--- config.mk ---
export PLATFORM = sky130hd
export DESIGN_NAME = dpb_axis
export DESIGN_NICKNAME = d
export VERILOG_FILES = /design/src/hw/rtl/dpb_pkg.sv /design/src/hw/rtl/dpb_axis.sv
export SDC_FILE = /design/constraint.sdc
export NUM_CORES = 2
export LEC_CHECK = 0
export BUFFER_PORTS_ARGS = -buffer_cell sky130_fd_sc_hd__buf_2
export CAP_MARGIN = 10
export CORE_MARGIN = 2
export CORE_UTILIZATION = 57
export DETAILED_ROUTE_END_ITERATION = 16
export PLACE_DENSITY = 0.86
export SKIP_LAST_GASP = 1
export SLEW_MARGIN = 10
export SYNTH_ARGS = -nofsm -noshare
export SYNTH_HDL_FRONTEND = slang
export SYNTH_SLANG_ARGS = --single-unit
--- constraint.sdc ---
create_clock -name i_clk -period 12.3 [get_ports i_clk]
set_input_delay 2.46 -clock i_clk [delete_from_list [all_inputs] [get_ports i_clk]]
set_output_delay 2.46 -clock i_clk [all_outputs]
set_load 0.05 [all_outputs]
--- src/hw/rtl/dpb_pkg.sv ---
`default_nettype none
// ----------------------------------------------------------------------------
// dpb_pkg: shared definitions of the depth pixel back-projection unit
// Field widths, register indexes, pipeline geometry and derived datapath
// widths used by the pipeline control, the axis datapath and the top level.
// ----------------------------------------------------------------------------
package dpb_pkg;

    // Field widths.
    localparam int DEPTH_W    = 16;
    localparam int PIX_W      = 12;
    localparam int COLOR_W    = 8;
    localparam int COORD_W    = 21;
    localparam int INV_W      = 24;
    localparam int CTR_W      = 16;
    localparam int CFG_IDX_W  = 2;
    localparam int CFG_DATA_W = 24;

    // Pixel coordinates at or beyond this limit are clamped to one below it.
    localparam int MAX_COORD  = 4096;

    // Pipeline geometry: offset, first product, second product, rounding.
    localparam int NSTAGE     = 4;

    // Derived datapath widths.
    localparam int CLAMP_W    = $clog2(MAX_COORD);
    localparam int PIX16_W    = CLAMP_W + 4;
    localparam int MAG_W      = (PIX16_W > CTR_W) ? PIX16_W : CTR_W;
    localparam int PROD1_W    = MAG_W + DEPTH_W;
    localparam int PROD2_W    = PROD1_W + INV_W;
    localparam int ROUND_SHIFT = 28;
    localparam int RND_W      = PROD2_W + 1 - ROUND_SHIFT;

    localparam logic [PROD2_W:0] ROUND_HALF = (PROD2_W + 1)'(1) << (ROUND_SHIFT - 1);
    localparam logic [RND_W-1:0] COORD_MAX_POS = RND_W'((64'd1 << (COORD_W - 1)) - 64'd1);
    localparam logic [RND_W-1:0] COORD_MAX_NEG = RND_W'(64'd1 << (COORD_W - 1));

    // Configuration register indexes.
    typedef enum logic [CFG_IDX_W-1:0] {
        REG_INV_FOCAL_X = 2'd0,
        REG_INV_FOCAL_Y = 2'd1,
        REG_CENTER_X    = 2'd2,
        REG_CENTER_Y    = 2'd3
    } t_cfg_idx;

    // Register reset values.
    localparam logic [INV_W-1:0] INV_FOCAL_RST = INV_W'(33554);
    localparam logic [CTR_W-1:0] CENTER_X_RST  = CTR_W'(15360);
    localparam logic [CTR_W-1:0] CENTER_Y_RST  = CTR_W'(8640);

    // Per-stage load enables from the pipeline control.
    typedef struct packed {
        logic [NSTAGE-1:0] en;
    } t_stage_ctl;

endpackage : dpb_pkg
`default_nettype wire

--- src/hw/rtl/dpb_axis.sv ---
`default_nettype none
// ----------------------------------------------------------------------------
// dpb_axis: back-projection datapath of one image axis
// Forms the signed offset from the principal point, multiplies by depth and
// by the reciprocal focal length, then rounds and saturates to 21 bits.
// ----------------------------------------------------------------------------
module dpb_axis (
    input  wire logic                          i_clk,
    input  wire dpb_pkg::t_stage_ctl           i_ctl,
    input  wire logic [dpb_pkg::PIX_W-1:0]     i_pix,
    input  wire logic [dpb_pkg::CTR_W-1:0]     i_center,
    input  wire logic [dpb_pkg::INV_W-1:0]     i_inv,
    input  wire logic [dpb_pkg::DEPTH_W-1:0]   i_depth_s0,
    output logic [dpb_pkg::COORD_W-1:0]        o_coord,
    output logic                               o_sat
);
    import dpb_pkg::*;

    logic [CLAMP_W-1:0] pix_c;
    logic [MAG_W-1:0]   p16_e;
    logic [MAG_W-1:0]   ctr_e;
    logic               neg;
    logic [MAG_W-1:0]   mag;

    logic [MAG_W-1:0]   r_mag;
    logic               r_neg0;
    logic [PROD1_W-1:0] r_prod1;
    logic               r_neg1;
    logic [PROD2_W-1:0] r_prod2;
    logic               r_neg2;

    logic [PROD2_W:0]   rsum;
    logic [RND_W-1:0]   rnd;
    logic [RND_W-1:0]   rclip;
    logic               sat;
    logic [COORD_W-1:0] coord;

    // Clamp the pixel index and form the magnitude and sign of the offset.
    always_comb begin
        if (32'(i_pix) > 32'(MAX_COORD - 1)) begin
            pix_c = CLAMP_W'(MAX_COORD - 1);
        end else begin
            pix_c = CLAMP_W'(i_pix);
        end
        p16_e = MAG_W'({pix_c, 4'b0000});
        ctr_e = MAG_W'(i_center);
        neg   = p16_e < ctr_e;
        mag   = neg ? (ctr_e - p16_e) : (p16_e - ctr_e);
    end

    // Stage 0 holds the offset, stage 1 the depth product, stage 2 the full product.
    always_ff @(posedge i_clk) begin
        if (i_ctl.en[0]) begin
            r_mag  <= mag;
            r_neg0 <= neg;
        end
        if (i_ctl.en[1]) begin
            r_prod1 <= PROD1_W'(r_mag) * PROD1_W'(i_depth_s0);
            r_neg1  <= r_neg0;
        end
        if (i_ctl.en[2]) begin
            r_prod2 <= PROD2_W'(r_prod1) * PROD2_W'(i_inv);
            r_neg2  <= r_neg1;
        end
    end

    // Round half away from zero on the magnitude, clip, then apply the sign.
    always_comb begin
        rsum = {1'b0, r_prod2} + ROUND_HALF;
        rnd  = rsum[PROD2_W:ROUND_SHIFT];
        if (!r_neg2) begin
            sat   = rnd > COORD_MAX_POS;
            rclip = sat ? COORD_MAX_POS : rnd;
            coord = COORD_W'(rclip);
        end else begin
            sat   = rnd > COORD_MAX_NEG;
            rclip = sat ? COORD_MAX_NEG : rnd;
            coord = ~COORD_W'(rclip) + COORD_W'(1);
        end
    end

    always_ff @(posedge i_clk) begin
        if (i_ctl.en[3]) begin
            o_coord <= coord;
            o_sat   <= sat;
        end
    end

endmodule : dpb_axis
`default_nettype wire

### Yosys cells after proc, flatten, opt, wreduce, memory -nomap -nowiden

Cells that the tools add are included.

* memories kept: 0
* logic and storage cells: 23
* bits in registers: 129
* bits of input ports: 73
* output and inout bits: 22
* bits in writable memories: 0
* memory bits (read-only): 0
* bits in latches: 0

* multiplexer cells: 5
* bitwise operators: 1
* shifts and indexed selects: 0
* div/mod/pow operators: 0
* equality and inequality tests: 0
* multiply operators: 2
* order comparisons: 3
* reductions and logical operators: 0
* add/subtract/negate cells: 4

Operators with widths (number)
* 2-to-1 mux 21 bit: 3
* adder 56 x 28 -> 57 bit, second input constant: 1
* multiplier 32 x 24 -> 56 bit: 1
* multiplier 16 x 16 -> 32 bit: 1
* subtractor 16 bit: 2
* > comparator 29 x 20 -> 1 bit, second input constant: 1
* > comparator 29 x 21 -> 1 bit, second input constant: 1
* adder 21 x 1 -> 21 bit, second input constant: 1
* NOT 21 bit: 1
* less-than comparator 16 bit: 1
* 2-to-1 mux 16 bit: 1
* 2-to-1 mux 1 bit: 1

### Logic depth before layout (Yosys ltp)

* depth after elaboration: 6
* gate-level depth with buffers: 25
* gate-level depth less buffers: 24

### Worst setup path before layout

Ideal clock, no wire load.

* path type: input -> register
* start: input port i_inv[3] (netlist name)
* end: register r_prod2[47], data pin
* library setup time: 0.258 ns
* path slack: 3.203 ns
* required time: 12.042 ns
* data arrival time: 8.839 ns
* buffers on the path: 1
* stages: 24
* cell sequence: clkbuf_1 nand2_1 fa_1 inv_1 fa_1 inv_1 fa_1 fa_1 inv_1 fa_1 fa_1 inv_1 fa_1 inv_1 ha_1 and4_1 and3_1 a221oi_1 o21ai_0 a21oi_1 o31ai_1 or4b_2 a31oi_1 xnor2_1

* cells in the longest elaborated chain, start to end: 1

RTL lines
* start: declaration: RTL line dpb_axis.sv:12 `input wire logic [dpb_pkg::INV_W-1:0] i_inv,`
* multiplier 32 x 24 -> 56 bit: RTL line dpb_axis.sv:62 `r_prod2 <= PROD2_W'(r_prod1) * PROD2_W'(i_inv);`
* end signal: assignment: RTL line dpb_axis.sv:62
* end: declaration: RTL line dpb_axis.sv:29 `logic [PROD2_W-1:0] r_prod2;`

No other way between the ends.
A chain may end at the register's enable or synchronous reset.

### Worst setup path after layout

* start: input port i_inv[10] (netlist name)
* end: register r_prod2[52], data pin

The elaborated chain is that of the path after synthesis.

==> impl_metrics.tcl <==
set metrics [dict create \
    cp-start-kind "input port" \
    grt_overflow 0 \
    drc_errors 0 \
    slew_headroom 0.113 \
    numPortBuffers 94 \
    drt_iter0_markers 2413 \
    globalplace.congestion 0.917 \
    num_vias 28500 \
    cts_buffer_depth 2 \
    hold_slack_ps 509 \
    status "completed" \
    async_reset_ff_frac 0 \
    critical-path-slowest-cell "o41ai_1" \
    area_growth_pct 3.51 \
    reg2regPathDepth 22 \
    synthFlopType "edfxtp_1" \
    cts_resized 0 \
    slew_violations 0 \
    hp-start "r_neg0" \
    setup_tns_ps 0 \
    layout_commonest_cell "inv_1" \
    grt_use_total 0.287 \
    max_stage_delay_ps 870 \
    layout_common_cells "inv_1 (960), fa_1 (852), nand2_1 (626), and2_1 (471), ha_1 (307)" \
    syn_nets 5368 \
    cp.required_ps 12450 \
    post_cts_buffers 0 \
    routed_wl_um 93800 \
    path_class "input port to flop" \
    hold_depth 0 \
    place_hpwl_um 70700 \
    worstPathMaxFanout 32 \
    holdBufCountCts 0 \
    yosys.cell_types.count 81 \
    ys_warn_count 0 \
    finalCriticalPeriod_ps 9950 \
    antenna_found_initial 4 \
    antenna_left 0 \
    clock.fmax_ghz 0.100 \
    synth-edff-count 102 \
    grt_max_degree 34 \
    ys_ff_latch 102 \
    cp-end-kind "flop" \
    cap_viol_max_count 0 \
    grt_pass1_vias 31300 \
    crit_top_cell "fa_1" \
    synth_area_um2 37800 \
    post-route-period-util 0.809 \
    syn_area_per_cell_um2 9.15 \
    clk_pin_slew_worst_paths_ps 80 \
    clk_latency_ps 400 \
    tightest_slew_ps 1330 \
    dr.pass1.iters 6 \
    cts_tree "yes" \
    grt_pass1_wl_um 155000 \
    start_util 0.575 \
    clock-sinks 102 \
    rsz0062_at_grt "false" \
    ys_seq_area_frac 0.0810 \
    die-area_um2 68500 \
    crit_arrival_ps 10100 \
    drive_gt1_frac 0.0382 \
    nNetsFinal 5310 \
    hold-path-endpoint "r_neg1" \
    chipHeight_um 262 \
    hold_path_class "flop to flop" \
    regToRegStartpoint "r_prod1[25]" \
    core_area_um2 65700 \
    viasPerCell 5.76 \
    numCtsBuffers 9 \
    ioPinCount 95 \
    post_drt_wl_per_cell_um 19.0 \
    die_w_um 262 \
    fin_skew_ps 18.7 \
    hold_violations 0 \
    h-tree-depth 3 \
    reg2reg_to "r_prod2[47]" \
    timing.reg2reg.setup_slack_ps 3880 \
    setup_viol 0 \
    crit_chain "buf_2, nand2_1, fa_1, fa_1, inv_1, fa_1, inv_1, fa_1, inv_1, fa_1, fa_1, fa_1, ha_1, nand2_1, o21ai_0, a211oi_1, a21boi_0, a21oi_1, o211a_1, o41ai_1, a311oi_1, xnor2_1" \
    netlist_instances 4136 \
    rows 94 \
    clockRootBuffer "clkbuf_16" \
]
[state kept, by name, summed over array words and instances (netlist names)]
| register | flops |
|---|---|
| o_coord | 21 |
| r_neg2 | 1 |
| r_prod1 | 32 |
| o_sat | 1 |
| r_neg1 | 1 |
| r_neg0 | 1 |
| r_prod2 | 29 |
| r_mag | 16 |
[final cells by class]
type | instances | area [um^2]
multi-input cells | 2885 | 30400
fillers | 5239 | 26600
inverters | 960 | 3600
flip-flops and latches | 102 | 3060
well taps | 864 | 1080
repair buffers | 120 | 683
clock buffers | 9 | 225
clock inverters | 7 | 57.6
diodes | 1 | 2.50
[layer usage]
metal	vias to the layer above	GRT usage	routed length, um	share of wire
met5	-	0	39	0.00042
met4	6	0.119	4300	0.046
met3	398	0.0763	10800	0.12
met2	1746	0.479	44600	0.48
met1	14100	0.356	34100	0.36
li1	12200	-	-	-
[kinds of logic (layout without fill, tap and decap cells)]
group | after synthesis | count (layout) | synth area share
AO/OA/AOI/OAI | 311 | 311 | 0.0554
AND/OR/NAND/NOR | 1309 | 1309 | 0.172
flip-flops | 102 | 102 | 0.0810
buffers and inverters | 1149 | 1096 | 0.114
multiplexers | 11 | 11 | 0.00298
adder cells (fa/ha/maj) | 1159 | 1159 | 0.552
XOR/XNOR | 95 | 95 | 0.0220
other | 0 | 1 | 0
[cell usage after synthesis (5+ instances only)]
master    number  share of area
inv_1        960          0.095
fa_1         852           0.45
nand2_1      626          0.062
and2_1       471          0.078
ha_1         307           0.10
clkbuf_1     179          0.018
edfxtp_1     102          0.081
a21oi_1       78          0.010
xnor2_1       63          0.015
nor2_1        55         0.0055
a21o_1        53          0.011
o21ai_0       52         0.0069
nand3_1       37         0.0049
xor2_1        32         0.0074
nor3_1        31         0.0041
and3_1        20         0.0033
o21a_1        14         0.0028
a211oi_1      13         0.0026
o21bai_1      13         0.0026
nand4_1       12         0.0020
o31ai_1       12         0.0024
a22oi_1        9         0.0018
mux2i_1        9         0.0024
nor2b_1        9         0.0015
buf_2          7        0.00093
a31oi_1        6        0.00099
o211ai_1       6         0.0012
or3_1          6        0.00099
a21boi_0       5        0.00099
and4_1         5         0.0012
nand2b_1       5        0.00083
[how the worst max path moves through the flow]
stage	depth (start not counted)	slack, ps	to	start
2_1_floorplan	24	3200	r_prod2[47]	i_inv[3]
4_1_cts	22	2470	r_prod2[52]	i_inv[9]
6_report	22	2350	r_prod2[52]	i_inv[10]
3_5_place_dp	22	2050	r_prod2[52]	i_inv[9]
3_3_place_gp	22	2220	r_prod2[52]	i_inv[9]
5_1_grt	22	2040	r_prod2[47]	i_inv[9]
[critical path, delay by kind of cell]
kind / cells / cell delay, ps
AOI/OAI and AO/OA: 7 / 2380
xor gates and xnor gates: 1 / 170
adders and majority gates: 8 / 3890
buffers and inverters: 4 / 870
and+or+nand+nor: 2 / 260
[stage by stage]
step / worst slack (ps) / util / instances / cell area [um^2]
floorplan: 3200 / - / 4136 / 37800
global placement: 2220 / 0.591 / 4930 / 38900
detailed placement: 2050 / 0.591 / 4930 / 38900
CTS: 2470 / 0.595 / 4946 / 39100
global route: 2040 / 0.596 / 4948 / 39200
finish: 2350 / 0.596 / 4948 / 39200
Power is left out: the tool's default activity adds up to more than one toggle a clock period on the data nets, which glitch-free logic cannot reach.
