--- src/hw/rtl/dpb_pkg.sv ---
`default_nettype none
// ----------------------------------------------------------------------------
// dpb_pkg: shared definitions of the depth pixel back-projection unit
// Field widths, register indexes, pipeline geometry and derived datapath
// widths used by the pipeline control, the axis datapath and the top level.
// ----------------------------------------------------------------------------
package dpb_pkg;

    // Field widths.
    localparam int DEPTH_W    = 16;
    localparam int PIX_W      = 12;
    localparam int COLOR_W    = 8;
    localparam int COORD_W    = 21;
    localparam int INV_W      = 24;
    localparam int CTR_W      = 16;
    localparam int CFG_IDX_W  = 2;
    localparam int CFG_DATA_W = 24;

    // Pixel coordinates at or beyond this limit are clamped to one below it.
    localparam int MAX_COORD  = 4096;

    // Pipeline geometry: offset, first product, second product, rounding.
    localparam int NSTAGE     = 4;

    // Derived datapath widths.
    localparam int CLAMP_W    = $clog2(MAX_COORD);
    localparam int PIX16_W    = CLAMP_W + 4;
    localparam int MAG_W      = (PIX16_W > CTR_W) ? PIX16_W : CTR_W;
    localparam int PROD1_W    = MAG_W + DEPTH_W;
    localparam int PROD2_W    = PROD1_W + INV_W;
    localparam int ROUND_SHIFT = 28;
    localparam int RND_W      = PROD2_W + 1 - ROUND_SHIFT;

    localparam logic [PROD2_W:0] ROUND_HALF = (PROD2_W + 1)'(1) << (ROUND_SHIFT - 1);
    localparam logic [RND_W-1:0] COORD_MAX_POS = RND_W'((64'd1 << (COORD_W - 1)) - 64'd1);
    localparam logic [RND_W-1:0] COORD_MAX_NEG = RND_W'(64'd1 << (COORD_W - 1));

    // Configuration register indexes.
    typedef enum logic [CFG_IDX_W-1:0] {
        REG_INV_FOCAL_X = 2'd0,
        REG_INV_FOCAL_Y = 2'd1,
        REG_CENTER_X    = 2'd2,
        REG_CENTER_Y    = 2'd3
    } t_cfg_idx;

    // Register reset values.
    localparam logic [INV_W-1:0] INV_FOCAL_RST = INV_W'(33554);
    localparam logic [CTR_W-1:0] CENTER_X_RST  = CTR_W'(15360);
    localparam logic [CTR_W-1:0] CENTER_Y_RST  = CTR_W'(8640);

    // Per-stage load enables from the pipeline control.
    typedef struct packed {
        logic [NSTAGE-1:0] en;
    } t_stage_ctl;

endpackage : dpb_pkg
`default_nettype wire

--- src/hw/rtl/dpb_pipe_ctrl.sv ---
`default_nettype none
// ----------------------------------------------------------------------------
// dpb_pipe_ctrl: valid tracking and stall control of the pipeline
// Keeps one valid bit per stage and derives the load enable of each stage so
// that bubbles are squeezed out and a stalled request is held in place.
// ----------------------------------------------------------------------------
module dpb_pipe_ctrl (
    input  wire logic                i_clk,
    input  wire logic                i_rst_n,
    input  wire logic                i_valid,
    output logic                     o_stall,
    output logic                     o_valid,
    input  wire logic                i_stall,
    output dpb_pkg::t_stage_ctl      o_ctl
);
    import dpb_pkg::*;

    logic [NSTAGE-1:0] r_v;
    logic [NSTAGE-1:0] n_v;
    logic [NSTAGE:0]   ready;

    // A stage may load when it is empty or its content moves on.
    always_comb begin
        ready[NSTAGE] = ~i_stall;
        for (int k = NSTAGE - 1; k >= 0; k--) begin
            ready[k] = ~r_v[k] | ready[k + 1];
        end
    end

    // Next valid bits: each loading stage takes the valid of the one before it.
    always_comb begin
        n_v = r_v;
        if (ready[0]) begin
            n_v[0] = i_valid;
        end
        for (int k = 1; k < NSTAGE; k++) begin
            if (ready[k]) begin
                n_v[k] = r_v[k - 1];
            end
        end
    end

    always_ff @(posedge i_clk) begin
        if (!i_rst_n) begin
            r_v <= '0;
        end else begin
            r_v <= n_v;
        end
    end

    assign o_ctl.en = ready[NSTAGE-1:0];
    assign o_stall  = ~ready[0];
    assign o_valid  = r_v[NSTAGE-1];

endmodule : dpb_pipe_ctrl
`default_nettype wire

--- config.mk ---
export PLATFORM = sky130hd
export DESIGN_NAME = dpb_pipe_ctrl
export DESIGN_NICKNAME = d
export VERILOG_FILES = /design/src/hw/rtl/dpb_pkg.sv /design/src/hw/rtl/dpb_pipe_ctrl.sv
export SDC_FILE = /design/constraint.sdc
export NUM_CORES = 1
export LEC_CHECK = 0
export BUFFER_PORTS_ARGS = -buffer_cell sky130_fd_sc_hd__buf_2
export CORE_AREA = 5 5 42 44
export DETAILED_ROUTE_END_ITERATION = 10
export DIE_AREA = 0 0 47 49
export GPL_TIMING_DRIVEN = 0
export PLACE_DENSITY_LB_ADDON = 0.05
export RECOVER_POWER = 50
export REMOVE_ABC_BUFFERS = 1
export SLEW_MARGIN = 20
export SYNTH_ARGS = -nofsm -noshare
export SYNTH_HDL_FRONTEND = slang
export SYNTH_SLANG_ARGS = --single-unit
--- constraint.sdc ---
create_clock -name i_clk -period 0.8 [get_ports i_clk]
set_input_delay 0.08 -clock i_clk [delete_from_list [all_inputs] [get_ports i_clk]]
set_output_delay 0.08 -clock i_clk [all_outputs]
set_load 0.05 [all_outputs]
== Word level (Yosys, flattened, before mapping) ==
Index checks and enable logic that the tools add are counted.
W data, S select, Z words.
Word-level totals
  register bits: 4
  input port bits: 4
  output and inout bits: 6
  logic and storage cells: 14
Operators by class
  bitwise gates (word level): 10
Operators by type and width (count)
  $not A1 Y1: 6
  $or A1 B1 Y1: 4

== Logic depth before layout (Yosys ltp) ==
Gate-level depths: netlist (run 1).
  depth after elaboration: 6
  depth in mapped cells: 3
  gate-level depth less buffers: 3

== Worst setup path after synthesis (run 1) ==
No wires, ideal clock.
  path kind: register to register
  start: register r_v[3]
  end: register r_v[2]
  setup time: 0.085 ns
  data arrival time: 1.506 ns
  data required time: 0.715 ns
  setup slack: -0.791 ns
  cell stages (with the launch flop): 3
  path buffers: 0
  period minus slack after synthesis: 1.591 ns
  cell sequence: dfxtp_1 nand3_1 a21boi_0
RTL lines
  start, declared: line dpb_pipe_ctrl.sv:18  | logic [NSTAGE-1:0] r_v;
  start signal, assigned: line dpb_pipe_ctrl.sv:47  | r_v <= n_v;

== Worst setup path after layout (run 1) ==
  start: register r_v[1]
  end: output o_stall
Between the ends
  cells in the longest elaborated chain, start to end: 4
RTL lines
  $not A1 Y1: line dpb_pipe_ctrl.sv:26  | ready[k] = ~r_v[k] | ready[k + 1];
  $or A1 B1 Y1 (2 in a row): line dpb_pipe_ctrl.sv:26
  $not A1 Y1: line dpb_pipe_ctrl.sv:52  | assign o_stall = ~ready[0];
  end, declared: line dpb_pipe_ctrl.sv:11  | output logic o_stall,
No other way between the ends.

==> results_dict.tcl, run 1 <==
set metrics [dict create \
    fin_crit_ns 1.17 \
    critPathCaptureType "output port" \
    synth_edf_count 0 \
    hpwl_um 354 \
    grt_pass1_vias 196 \
    worst_pin_slew_ns 0.147 \
    cp_slowest_cell "dfxtp_2" \
    syn_inst 18 \
    clk_latency_ns 0.23 \
    die_w_um 47 \
    holdWs_ns 0.0430 \
    peakVddDrop_v 0.000391 \
    top_register "r_v" \
    yosysSeqAreaShare_pct 49.6 \
    cp_max_fo 4 \
    slew_viol_final 0 \
    grt_first_pass_wirelength_um 779 \
    route.detailed.drc 0 \
    gp_congestion 0.550 \
    reg_top3 "r_v: 4 flops" \
    start_util_pct 11.5 \
    cts_sinks 4 \
    setup_violations 7 \
    critPathMaxStageDelay_ns 0.32 \
    ctsHoldBuffers 0 \
    wl_per_cell_um 9.90 \
    ys_top_cells_by_area "dfxtp_1 50%, nand2_1 9.3%, and4_4 7.0%, o21ai_2 5.4%, a21boi_0 4.7%" \
    io_buffers 9 \
    finalSetupTns_ns -1.51 \
    coreArea_um2 1400 \
    fp-row-count 14 \
    yosysTopAreaCell "dfxtp_1" \
    n_fill_cell 170 \
    synth_cell_types 12 \
    avgSynthCellArea_um2 8.97 \
    num_antenna_cells 0 \
    ys_top_cells_by_count "4 x dfxtp_1, 4 x nand2_1" \
    fin_nets 39 \
    wl_um 485 \
    die_h_um 49 \
    async_reset_ff_share_pct 0 \
    hp-start "i_valid" \
    synth_area_um2 161 \
    cp-start-kind "flip-flop" \
    cp.arrival_ns 1.09 \
    max_cap_viol_count 0 \
    dr.first_iter.drc_count 0 \
    synth_seq_cells 4 \
    power_uw 514 \
    detail-route-antenna-nets 0 \
    design.portCount 10 \
    cts_tree "done" \
    grt_overflow 0 \
    grt_usage_pct 5.28 \
    r2r-start "r_v[3]" \
    netlist.area_leader.share_pct 49.6 \
    finalWorstSetupSlack_ns -0.367 \
    clock_skew_ns 0.00218 \
    hp-class "in -> reg" \
    startpoint "r_v[1]" \
    vias 188 \
    die_area_um2 2300 \
    layout-drive-gt1-share_pct 75.8 \
    powerDensity_nw_per_um2 1480 \
    first_pass_iters 1 \
    fin_crit_sh_pct 146 \
    area_growth_pct 116 \
    status "complete, but fails checks" \
    largest_register_ffs 4 \
    htreeDepth 1 \
    rsz0062_at_grt "yes" \
    path_buf_inv 1 \
    path_delay_family "simple AND/OR/NAND/NOR gates" \
    grt_max_degree 6 \
    root_buffer "clkbuf_4" \
    clk_pin_slew_ns 0.04 \
    crit_chain "and4_4 > and2_4 > buf_8" \
    power.leakage_uw 0.000142 \
    synthFlopType "dfxtp_1" \
    hold_viol_final 0 \
    fmax_ghz 0.857 \
    antenna_found_initial 0 \
    relSlewSlack_pct 90.2 \
    clk_path_buf_depth 2 \
    crit_required_ns 0.72 \
    yosys_warnings 0 \
    cts_buffers 3 \
    crit_type "reg -> out" \
    violations "setup timing" \
    vias_per_cell 3.84 \
]
==> final timing paths <==
path | cells past startpoint | slack [ns] | to
max | 3 | -0.37 | o_stall
min | 3 | 0.04 | r_v[0]
max reg2reg | 4 | -0.06 | r_v[2]
min reg2reg | 2 | 0.45 | r_v[2]
==> layout make-up <==
type | count | area (um^2) | share of cell area [%]
Inverter | 2 | 7.51 | 2.16
Clock buffer | 3 | 22.5 | 6.47
Timing Repair Buffer | 12 | 120 | 34.5
Sequential cell | 4 | 83.8 | 24.1
Tap cell | 16 | 20.0 | 5.76
Multi-Input combinational cell | 12 | 93.8 | 27.0
==> worst min-delay path, cell delays in order <==
cell and delay [ns]:
buf_2 0.08, nand2_1 0.05, o21ai_2 0.04
==> cells by family (layout without fill, tap and decap cells) <==
family          count (synthesis)  after routing  synth area share (%)
buf+inv                         2             17                  4.65
flops                           4              4                  49.6
compound gates                  4              4                  17.8
simple gates                    8              8                  27.9
==> through the flow <==
step | worst slack [ns] | instances | util, % | cell area (um^2)
2_1_floorplan | -0.791 | 18 | - | 161
3_3_place_gp | -0.302 | 43 | 16.2 | 226
3_5_place_dp | -0.305 | 43 | 16.2 | 226
4_1_cts | -0.382 | 48 | 24.0 | 337
5_1_grt | -0.407 | 49 | 24.8 | 348
6_report | -0.367 | 49 | 24.8 | 348
==> per-layer routing <==
layer	up-vias	global-route usage (%)	wire length, um
met5	-	0	0
met4	0	6.91	0
met3	0	3.32	80
met2	10	5.88	212
met1	89	5.48	191
li1	89	-	-
==> power by group <==
part           internal, uW  switching (uW)  leakage (uW)
Combinational          21.6            26.0     0.0000940
Sequential              209            5.22     0.0000341
Clock                   168            84.0     0.0000138
==> cells in the final DEF (no fill, tap or decap) <==
cell,Yosys,routed
nand2_1,4,3
clkbuf_4,0,3
dfxtp_1,4,1
nor2b_1,1,1
a21boi_2,0,1
and2_4,0,1
buf_4,0,3
inv_2,1,1
o21ai_2,1,1
a21oi_1,1,1
and4_4,1,1
dfxtp_2,0,3
nand2_2,0,1
buf_6,0,2
buf_8,0,4
nand3_4,0,1
inv_1,1,1
buf_2,0,3
o21a_1,1,1
==> what timing repair did <==
action | 4_1_cts | 5_1_grt
resized for setup | 23 | 2
pin swaps | 1 | 1
buffers inserted | 2 | 2
endpoints found under the setup margin | 8 | 9
Power figures use the tool's default switching activity.
==> inputs of run 2 (changes only) <==
- clock period: 0.8 -> 1.4 ns (I/O delays scaled with it)
==> run 2 against run 1 <==
  * Worst setup slack better by 0.47 ns
  * The flow now finishes without violations
  * Global-route usage decreased by 0.42 points
  * Critical path type unchanged
  * Cell count down 6.1%
  * Highest routed layer unchanged
  * Die area unchanged
  * Register-to-register slack improved by 0.63 ns
  * Routed wire length is 8.9% lower
  * Clock skew barely moved
  * Via count decreased by 9.6%
  * Total power fell by 44%
==> results_dict.tcl, run 2 (same netlist as run 1, synthesis figures left out) <==
set metrics [dict create \
    status "complete, no violations" \
    antenna_found_initial 0 \
    setup_violations 0 \
    fin_nets 36 \
    worst_pin_slew_ns 0.593 \
    clk_pin_slew_ns 0.04 \
    mostFrequentLayoutCells "7 x buf_2, 4 x nand2_1, 3 x clkbuf_4, 3 x dfxtp_1, 2 x inv_1" \
    cp.arrival_ns 1.15 \
    area_growth_pct 55.8 \
    cp-start-kind "flip-flop" \
    die_h_um 49 \
    grt_overflow 0 \
    rsz0062_at_grt "no" \
    dr.first_iter.drc_count 2 \
    grt_max_degree 6 \
    hold_viol_final 0 \
    root_buffer "clkbuf_4" \
    largest_register_ffs 4 \
    cts_resized 1 \
    crit_chain "and4_4 > and2_2 > buf_4" \
    detail-route-antenna-nets 0 \
    clk_latency_ns 0.23 \
    post-cts-setup-buffers 0 \
    finalNonFillerCells 46 \
    hp-class "in -> reg" \
    wl_um 442 \
    clk_path_buf_depth 2 \
    io_buffers 9 \
    wl_per_cell_um 9.61 \
    route.detailed.drc 0 \
    gp_congestion 0.550 \
    powerDensity_nw_per_um2 1140 \
    critPathMaxStageDelay_ns 0.35 \
    crit_required_ns 1.26 \
    fin_crit_sh_pct 92.5 \
    seqCellArea_um2 81.3 \
    die_area_um2 2300 \
    grt_pass1_vias 169 \
    peakVddDrop_v 0.000225 \
    max_cap_viol_count 0 \
    power.leakage_uw 0.000101 \
    hpwl_um 354 \
    vias 170 \
    grt_usage_pct 4.86 \
    relSlewSlack_pct 60.6 \
    grt_first_pass_wirelength_um 703 \
    coreArea_um2 1400 \
    reg_top3 "r_v: 4 flops" \
    cp_slowest_cell "dfxtp_1" \
    crit_type "reg -> out" \
    ctsHoldBuffers 0 \
    cts_tree "done" \
    start_util_pct 11.5 \
    design.portCount 10 \
    layout-drive-gt1-share_pct 50.0 \
    htreeDepth 1 \
    fp-row-count 14 \
    slew_viol_final 0 \
    cts_sinks 4 \
    cts_buffers 3 \
    clock_skew_ns 0.00197 \
    vias_per_cell 3.70 \
    critPathCaptureType "output port" \
    n_fill_cell 174 \
    holdWs_ns 0.103 \
    fmax_ghz 0.772 \
    dp.cells 43 \
    num_antenna_cells 0 \
    first_pass_iters 3 \
    top_register "r_v" \
    die_w_um 47 \
    fin_crit_ns 1.29 \
    multi_input_area_um2 73.8 \
    final_core_util_pct 17.9 \
    layout_commonest_cell "buf_2" \
    cp_max_fo 4 \
]
## run 2: cell types whose count changed in the layout (fill, tap and decap cells not counted), sizes merged
| cell | delta |
|---|---|
| buf | -4 |
| clkbuf | +1 |
## run 2: layer usage
layer / up-vias / GRT usage, % / share of wire, % / wire, um
met4: 0 / 6.91 / 0 / 0
met5: - / 0 / 0 / 0
met2: 10 / 4.75 / 39 / 174
li1: 83 / - / - / -
met1: 77 / 5.26 / 41 / 181
met3: 0 / 3.32 / 20 / 87
## run 2: metrics by stage
stage                     area (um^2)  setup WS [ns]  total power (uW)  setup TNS [ns]
final                             251          0.105               286               0
after global routing              251         0.0413               297               0
after CTS                         251         0.0341               294               0
after detailed placement          226          0.235               143               0
after global placement            226          0.238               143               0
after floorplan                   161         -0.191               133          -0.272
## run 2: critical path, delay by kind of cell, from the launching register on
kind	cells	cell delay (ns)
flops	1	0.35
simple gates	2	0.39
buf+inv	1	0.19
## run 2: final timing paths
path	cells after the start	to	startpoint	slack (ns)
max reg2reg	3	r_v[0]	r_v[2]	0.57
min	3	r_v[0]	i_valid	0.10
max	3	o_stall	r_v[2]	0.11
min reg2reg	2	r_v[2]	r_v[1]	0.45
## run 2: cell type report
class / instances / share of cell area, %
Multi-Input combinational cell: 12 / 29.4
Timing Repair Buffer: 9 / 18.4
Inverter: 2 / 2.99
Sequential cell: 4 / 32.3
Tap cell: 16 / 7.96
Clock buffer: 3 / 8.96
## run 2: power breakdown
| part | total [uW] | internal (uW) | switching (uW) |
|---|---|---|---|
| clock | 145 | 96.0 | 48.8 |
| sequential | 123 | 119 | 3.69 |
| combinational | 18.2 | 7.26 | 10.9 |
